===== src/rtl/sma_pkg.sv =====
// Shared types and constants for the sign-magnitude ALU.
package sma_pkg;

  localparam int unsigned WordW = 32;
  localparam int unsigned MagW  = WordW - 1;
  localparam int unsigned KindW = 3;
  // Magnitude split for the multiplier partial products.
  localparam int unsigned MulLoW = 16;
  localparam int unsigned MulHiW = MagW - MulLoW;

  typedef enum logic [KindW-1:0] {
    KindAdd = 3'd0,
    KindSub = 3'd1,
    KindMul = 3'd2,
    KindGt  = 3'd3,
    KindEq  = 3'd4
  } kind_e;

  // First stage: unpacked operands, magnitude compare, partial products.
  typedef struct packed {
    logic [KindW-1:0]    kind;
    logic                sign_a;
    logic                sign_b;   // already flipped for subtract
    logic                sign_b_raw;
    logic [MagW-1:0]     mag_a;
    logic [MagW-1:0]     mag_b;
    logic                a_ge_b;
    logic                mag_eq;
    logic                zero_a;
    logic                zero_b;
    logic [2*MulLoW-1:0] mul_lo;     // low half times low half
    logic [MulHiW-1:0]   mul_cross;  // cross terms, only the bits below 2^31 matter
  } s1_t;

  // Second stage: candidate results waiting for the final select.
  typedef struct packed {
    logic [KindW-1:0] kind;
    logic [MagW-1:0]  mul_mag;
    logic             mul_neg;
    logic [MagW-1:0]  as_mag;
    logic             as_neg;
    logic             gt;
    logic             eq;
  } s2_t;

  // Pack sign and magnitude; a zero magnitude is always +0.
  function automatic logic [WordW-1:0] pack_sm(input logic neg, input logic [MagW-1:0] mag);
    pack_sm = {neg && (mag != '0), mag};
  endfunction

endpackage


===== src/rtl/sign_magnitude_alu.sv =====
// Three-stage pipelined sign-magnitude ALU (add, subtract, multiply, compare).
//
//  channel | signals                                      | direction
//  --------+----------------------------------------------+----------
//  input   | in_valid_i, in_stall_o, kind_i, operand_a/b_i | in
//  output  | out_valid_o, out_stall_i, result_value_o,     | out
//          | compare_true_o                               |
//
// One transaction per cycle while the output does not stall; the stages are
// operand compare and 16-bit partial products, product sum / add-subtract, result select and pack.
// Reset clears the stage valid bits only; the data registers are not reset.
// A stall on the output freezes the whole pipe; in_stall_o follows it
// combinationally, so nothing is dropped or repeated.
module sign_magnitude_alu (
  input  logic                        clk_i,
  input  logic                        rst_ni,
  input  logic                        in_valid_i,
  output logic                        in_stall_o,
  input  logic [sma_pkg::KindW-1:0]   kind_i,
  input  logic [sma_pkg::WordW-1:0]   operand_a_i,
  input  logic [sma_pkg::WordW-1:0]   operand_b_i,
  output logic                        out_valid_o,
  input  logic                        out_stall_i,
  output logic [sma_pkg::WordW-1:0]   result_value_o,
  output logic                        compare_true_o
);

  localparam int unsigned MagW = sma_pkg::MagW;
  localparam int unsigned LoW  = sma_pkg::MulLoW;
  localparam int unsigned HiW  = sma_pkg::MulHiW;

  logic advance;

  logic          s1_valid_q;
  sma_pkg::s1_t  s1_d, s1_q;
  logic          s2_valid_q;
  sma_pkg::s2_t  s2_d, s2_q;
  logic          out_valid_q;
  logic [sma_pkg::WordW-1:0] result_d, result_q;
  logic          flag_d, flag_q;

  assign advance    = !(out_valid_q && out_stall_i);
  assign in_stall_o = !advance;

  // Stage 1: split operands, compare magnitudes, partial products.
  always_comb begin
    s1_d.kind       = kind_i;
    s1_d.sign_a     = operand_a_i[MagW];
    s1_d.sign_b_raw = operand_b_i[MagW];
    s1_d.sign_b     = operand_b_i[MagW] ^ (kind_i == sma_pkg::KindSub);
    s1_d.mag_a      = operand_a_i[MagW-1:0];
    s1_d.mag_b      = operand_b_i[MagW-1:0];
    s1_d.a_ge_b     = operand_a_i[MagW-1:0] >= operand_b_i[MagW-1:0];
    s1_d.mag_eq     = operand_a_i[MagW-1:0] == operand_b_i[MagW-1:0];
    s1_d.zero_a     = operand_a_i[MagW-1:0] == '0;
    s1_d.zero_b     = operand_b_i[MagW-1:0] == '0;
    s1_d.mul_lo     = operand_a_i[LoW-1:0] * operand_b_i[LoW-1:0];
    // high times high lands at 2^32 and drops out of the 31-bit magnitude
    s1_d.mul_cross  = HiW'(operand_a_i[MagW-1:LoW] * operand_b_i[LoW-1:0]
                           + operand_a_i[LoW-1:0] * operand_b_i[MagW-1:LoW]);
  end

  // Stage 2: product sum, add/subtract magnitudes, signed compares.
  logic neg_a, neg_b;
  always_comb begin
    neg_a = s1_q.sign_a && !s1_q.zero_a;
    neg_b = s1_q.sign_b_raw && !s1_q.zero_b;
    s2_d.kind    = s1_q.kind;
    s2_d.mul_mag = MagW'(s1_q.mul_lo) + {s1_q.mul_cross, {LoW{1'b0}}};
    s2_d.mul_neg = s1_q.sign_a ^ s1_q.sign_b_raw;
    if (s1_q.sign_a == s1_q.sign_b) begin
      s2_d.as_mag = MagW'(s1_q.mag_a + s1_q.mag_b);
      s2_d.as_neg = s1_q.sign_a;
    end else if (s1_q.a_ge_b) begin
      s2_d.as_mag = MagW'(s1_q.mag_a - s1_q.mag_b);
      s2_d.as_neg = s1_q.sign_a;
    end else begin
      s2_d.as_mag = MagW'(s1_q.mag_b - s1_q.mag_a);
      s2_d.as_neg = s1_q.sign_b;
    end
    s2_d.eq = s1_q.mag_eq && (s1_q.zero_a || (s1_q.sign_a == s1_q.sign_b_raw));
    if (neg_a != neg_b) begin
      s2_d.gt = neg_b;
    end else if (neg_a) begin
      s2_d.gt = !s1_q.a_ge_b;
    end else begin
      s2_d.gt = s1_q.a_ge_b && !s1_q.mag_eq;
    end
  end

  // Stage 3: pick the result for the operation.
  always_comb begin
    result_d = '0;
    flag_d   = 1'b0;
    unique case (sma_pkg::kind_e'(s2_q.kind))
      sma_pkg::KindAdd, sma_pkg::KindSub: begin
        result_d = sma_pkg::pack_sm(s2_q.as_neg, s2_q.as_mag);
      end
      sma_pkg::KindMul: begin
        result_d = sma_pkg::pack_sm(s2_q.mul_neg, s2_q.mul_mag);
      end
      sma_pkg::KindGt: flag_d = s2_q.gt;
      sma_pkg::KindEq: flag_d = s2_q.eq;
      default: begin
        result_d = '0;
        flag_d   = 1'b0;
      end
    endcase
  end

  always_ff @(posedge clk_i or negedge rst_ni) begin
    if (!rst_ni) begin
      s1_valid_q  <= 1'b0;
      s2_valid_q  <= 1'b0;
      out_valid_q <= 1'b0;
    end else if (advance) begin
      s1_valid_q  <= in_valid_i;
      s2_valid_q  <= s1_valid_q;
      out_valid_q <= s2_valid_q;
    end
  end

  always_ff @(posedge clk_i) begin
    if (advance) begin
      s1_q     <= s1_d;
      s2_q     <= s2_d;
      result_q <= result_d;
      flag_q   <= flag_d;
    end
  end

  assign out_valid_o    = out_valid_q;
  assign result_value_o = result_q;
  assign compare_true_o = flag_q;

endmodule


===== config.mk =====
export PLATFORM = sky130hd
export DESIGN_NAME = sign_magnitude_alu
export DESIGN_NICKNAME = d
export VERILOG_FILES = /design/src/rtl/sma_pkg.sv /design/src/rtl/sign_magnitude_alu.sv
export SDC_FILE = /design/constraint.sdc
export NUM_CORES = 2
export LEC_CHECK = 0
export ABC_AREA = 1
export CORE_ASPECT_RATIO = 1.75
export CORE_UTILIZATION = 40
export CTS_BUF_LIST = sky130_fd_sc_hd__clkbuf_16
export DETAILED_ROUTE_END_ITERATION = 7
export DONT_BUFFER_PORTS = 1
export GPL_ROUTABILITY_DRIVEN = 0
export GPL_TIMING_DRIVEN = 1
export SETUP_SLACK_MARGIN = 0.05
export SLEW_MARGIN = 20
export SYNTH_ARGS = -nofsm -noshare
export SYNTH_HDL_FRONTEND = slang
export SYNTH_SLANG_ARGS = --single-unit

===== constraint.sdc =====
create_clock -name clk_i -period 18.2 [get_ports clk_i]
set_input_delay 3.64 -clock clk_i [delete_from_list [all_inputs] [get_ports clk_i]]
set_output_delay 3.64 -clock clk_i [all_outputs]
set_load 0.02 [all_outputs]

== Yosys cells after proc, flatten, opt, wreduce, memory -nomap -nowiden ==
Index checks and enable logic that the tools add are counted.

* Logic and storage cells: 68
* Input port bits: 71
* Output and inout port bits: 35
* Register bits: 223

* Bitwise logic cells: 2
* Equal/unequal tests: 9
* Magnitude comparators: 1
* Mux-type cells: 6
* Add/sub/neg operators: 5
* Multipliers: 3
* Reductions and logical operators: 18

{| class="wikitable"
|+ Operators with widths
! cell !! count
|-
| 32-bit two-way mux || 2
|-
| 32-bit case mux with 2 select lines || 1
|-
| 31-bit adder || 2
|-
| 31-bit logical NOT || 2
|-
| 31-bit nonzero test || 2
|-
| 31-bit subtractor || 2
|-
| 31-bit == test || 1
|-
| 31-bit >= comparator || 1
|-
| 16-bit by 16-bit multiplier with 31-bit output || 1
|-
| 15-bit by 16-bit multiplier with 15-bit output || 1
|-
| 16-bit by 15-bit multiplier with 15-bit output || 1
|-
| 15-bit adder || 1
|-
| 1-bit logical AND || 7
|-
| 3-bit by 1-bit == test with 1-bit output, second input constant || 2
|-
| 3-bit by 2-bit == test with 1-bit output, second input constant || 2
|-
| 1-bit logical NOT || 4
|-
| 3-bit == test, second input constant || 1
|-
| 3-bit logical NOT || 1
|-
| 1-bit == test || 2
|-
| 1-bit two-way mux || 2
|-
| 1-bit case mux with 2 select lines || 1
|-
| 2-bit OR reduction || 1
|-
| 1-bit XOR || 2
|-
| 1-bit logical OR || 1
|-
| 1-bit != test || 1
|}

== Longest topological paths before layout ==
* Word-level depth: 4
* Depth in mapped cells: 35
* Depth with buffers taken out: 33

== Least setup slack after synthesis ==
Ideal clock, no wire load.

* Kind: input -> output
* From: in out_stall_i
* To: out in_stall_o
* Data required time: 14.560 ns
* Buffers on the path: 0
* Arrival: 9.362 ns
* Path slack: 5.198 ns
* Cell stages on the path: 2
* Path through: nand2_1 -> inv_1

* Cells in the longest elaborated chain, start to end: 1

{| class="wikitable"
|+ RTL lines
! element !! RTL line !! text
|-
| start: declaration || sign_magnitude_alu.sv:23 || <nowiki>input logic out_stall_i,</nowiki>
|-
| 1-bit logical AND || sign_magnitude_alu.sv:42 || <nowiki>assign advance = !(out_valid_q && out_stall_i);</nowiki>
|-
| end: declaration || sign_magnitude_alu.sv:18 || <nowiki>output logic in_stall_o,</nowiki>
|}

No other way between the ends.

==> impl_metrics.yaml <==
critical_path:
  crit_buf_inv: 7
  crit_path_end_kind: "flip-flop"
  endpoint: "s1_q[14]$_DFFE_PN_"
  crit_chain: "nand2_1 -> fa_1 -> inv_1 -> fa_1 -> inv_1 -> fa_1 -> fa_1 -> fa_1 -> fa_1 -> inv_1 -> fa_1 -> inv_1 -> fa_1 -> inv_1 -> ha_1 -> a21o_1 -> a31oi_1 -> nand3_1 -> inv_1 -> nand3_1 -> nand2_1 -> inv_1 -> nand3_1 -> nand2_1"
  critPathLaunchType: "input pin"
  crit_type: "in2reg"
  r2r_cells: 11
  critPathMaxStageDelay_ps: 630
  cp_top_family: "adder cells"
  worstReg2RegEnd: "s2_q[30]$_DFFE_PN_"
  worstReg2RegStart: "s1_q[69]$_DFFE_PN_"
  worst-path-stages: 24
  reg2reg_slack_ps: 14530
  crit_fanout: 21
  cp_slowest_cell: "fa_1"
  cpMostUsedCell: "fa_1"
  worstPathArrival_ps: 9380
  cp.required_ps: 18560
  crit_start: "operand_a_i[13]"
finish:
  syn2layout_area_growth_pct: 4.72
  layout-drive-gt1-share_pct: 3.46
  stdcell_area_um2: 33600
  fin_nets: 4722
  n_fill_cell: 8106
status:
  status: "finished, violations left"
  violations: "design-rule violations"
sta:
  rsz0062_at_grt: "no"
  worst_slew_pin_slew_ps: 1050
  finClkSkew_ps: 37.2
  finalCritPeriodShare_pct: 49.6
  fmax_ghz: 0.111
  final_max_slew_viol_count: 0
  finalSetupTns_ps: 0
  hold_violations: 0
  finalSetupViolCount: 0
  post-route-min-period_ps: 9020
  slew-limit-headroom_pct: 29.7
clock_network:
  cts_resized: 0
  clock_path_buffers: 3
  numCtsBuffers: 24
  root_buffer: "clkbuf_16"
  clkSinkCount: 223
  cts_setup_buffers: 0
  h-tree-depth: 1
  clkSlewWorstSetupHoldPaths_ps: 70
  ctsHoldBuffers: 0
  clk_latency_ps: 600
  cts_tree: "done"
floorplanning:
  die_w_um: 216
  ios: 106
  core-area_um2: 79500
  start_util_pct: 40.3
  dieArea_um2: 81300
  row_count: 137
  dieHeight_um: 377
synth:
  synthArstFlopShare_pct: 1.35
  yosysTopAreaCell: "fa_1"
  synth_edf_count: 220
  synth_fp_nets: 4839
  yosysUniqueCellTypes: 53
  synthCells: 4083
  ys.flop_type: "edfxtp_1"
  yosys-top-cells-count: "1093 x nand2_1, 971 x inv_1, 355 x fa_1, 330 x ha_1, 220 x edfxtp_1"
  netlist_area_um2: 32100
  yosysSeqAreaShare_pct: 20.8
  yosysMostFrequentCell: "nand2_1"
  yosysWarningCount: 0
  yosysTopAreaCellShare_pct: 22.2
  syn_avg_cell_area_um2: 7.85
  post_synth_main_area_contributors: "fa_1 22%, edfxtp_1 21%, ha_1 13%"
  ys_ff_latch: 223
drt:
  viasPerCell: 5.30
  ant_nets: 0
  first_pass_iters: 8
  wl_per_cell_um: 21.8
  wl_um: 109000
  num_vias: 26627
  drc_errors: 1
  first_iter_violations: 1686
global_route:
  grt_pass1_wl_um: 165000
  grt_start_max_net_pins: 165
  first_global_vias: 28259
  gr-total-overflow: 0
  antenna_found_initial: 8
  track_usage_pct: 27.5
placed_design:
  port_buffers: 0
  dpl.hpwl_um: 86100
  dpl_cell_area_um2: 32700
job:
  cap_violations: 0
worst_hold_path:
  hold_class: "reg2reg"
layer usage:
layer | part of all wire [%] | routed length, um | GRT usage, %
met2 | 49 | 54100 | 48.8
met4 | 12 | 13100 | 28.4
met5 | 0.065 | 71 | 0
met1 | 32 | 35300 | 25.9
met3 | 6.2 | 6770 | 4.80
cells in the final DEF, fill, tap and decap left out, drive strengths merged, types with 5 or more instances in the layout:
cell type and count:
o22ai 18, ha 330, edfxtp 220, inv 987
o21bai 18, o211ai 9, clkbuf 24, nand4 45
xnor2 31, nor4 29, nor3 16, buf 7
a21o 12, clkinv 9, nand3b 11, a21boi 10
a21oi 173, o21a 8, nand2 1120, nor2 179
fa 355, xor2 80, nand3 130, bufinv 5
o21ai 126, o2111ai 8
area by class of cell:
type	instances	area (um2)	area share, %
inverter	982	3690	11.0
multi-input combinational	2728	21000	62.5
tap	1042	1300	3.88
clock buffer	24	601	1.79
antenna	2	5.00	0.0149
sequential	223	6680	19.9
clock inverter	20	260	0.775
timing repair buffer	7	65.1	0.194
logic make-up after synthesis:
family                   after synthesis  synth area share [%]
AO/OA/AOI/OAI                        395                  7.09
XOR/XNOR                             111                  3.03
adder cells (fa/ha/maj)              685                  35.0
buffers and inverters               1132                  13.8
flip-flops                           223                  20.8
multiplexers                           2                0.0624
AND/OR/NAND/NOR                     1535                  20.1
metrics by stage:
step	util, %	cells	setup slack (ps)	hold slack, ps
6_report	42.2	5028	9180	413
5_1_grt	42.2	5026	8830	427
4_1_cts	42.2	5026	9180	418
3_5_place_dp	41.1	4982	8610	405
3_3_place_gp	41.1	4982	8570	403
2_1_floorplan	-	4083	5200	400
flip-flops by register name (all words and copies together) (netlist names):
signal,cells
compare_true_o,1
out_valid_o,1
result_value_o,32
s1_q,118
s1_valid_q,1
s2_q,69
s2_valid_q,1
worst min-delay path by stage:
stage	start	endpoint	slack (ps)	cells past startpoint
after floorplan	s1_q[15]$_DFFE_PN_	s2_q[35]$_DFFE_PN_	400	0
after global placement	s1_q[18]$_DFFE_PN_	s2_q[38]$_DFFE_PN_	400	0
after detailed placement	s1_q[16]$_DFFE_PN_	s2_q[36]$_DFFE_PN_	400	0
after CTS	s1_q[27]$_DFFE_PN_	s2_q[47]$_DFFE_PN_	420	0
after global routing	s1_q[16]$_DFFE_PN_	s2_q[36]$_DFFE_PN_	430	0
final	s1_q[17]$_DFFE_PN_	s2_q[37]$_DFFE_PN_	410	0
Power is left out: the tool's default activity adds up to more than one toggle a clock period on the data nets, which glitch-free logic cannot reach.
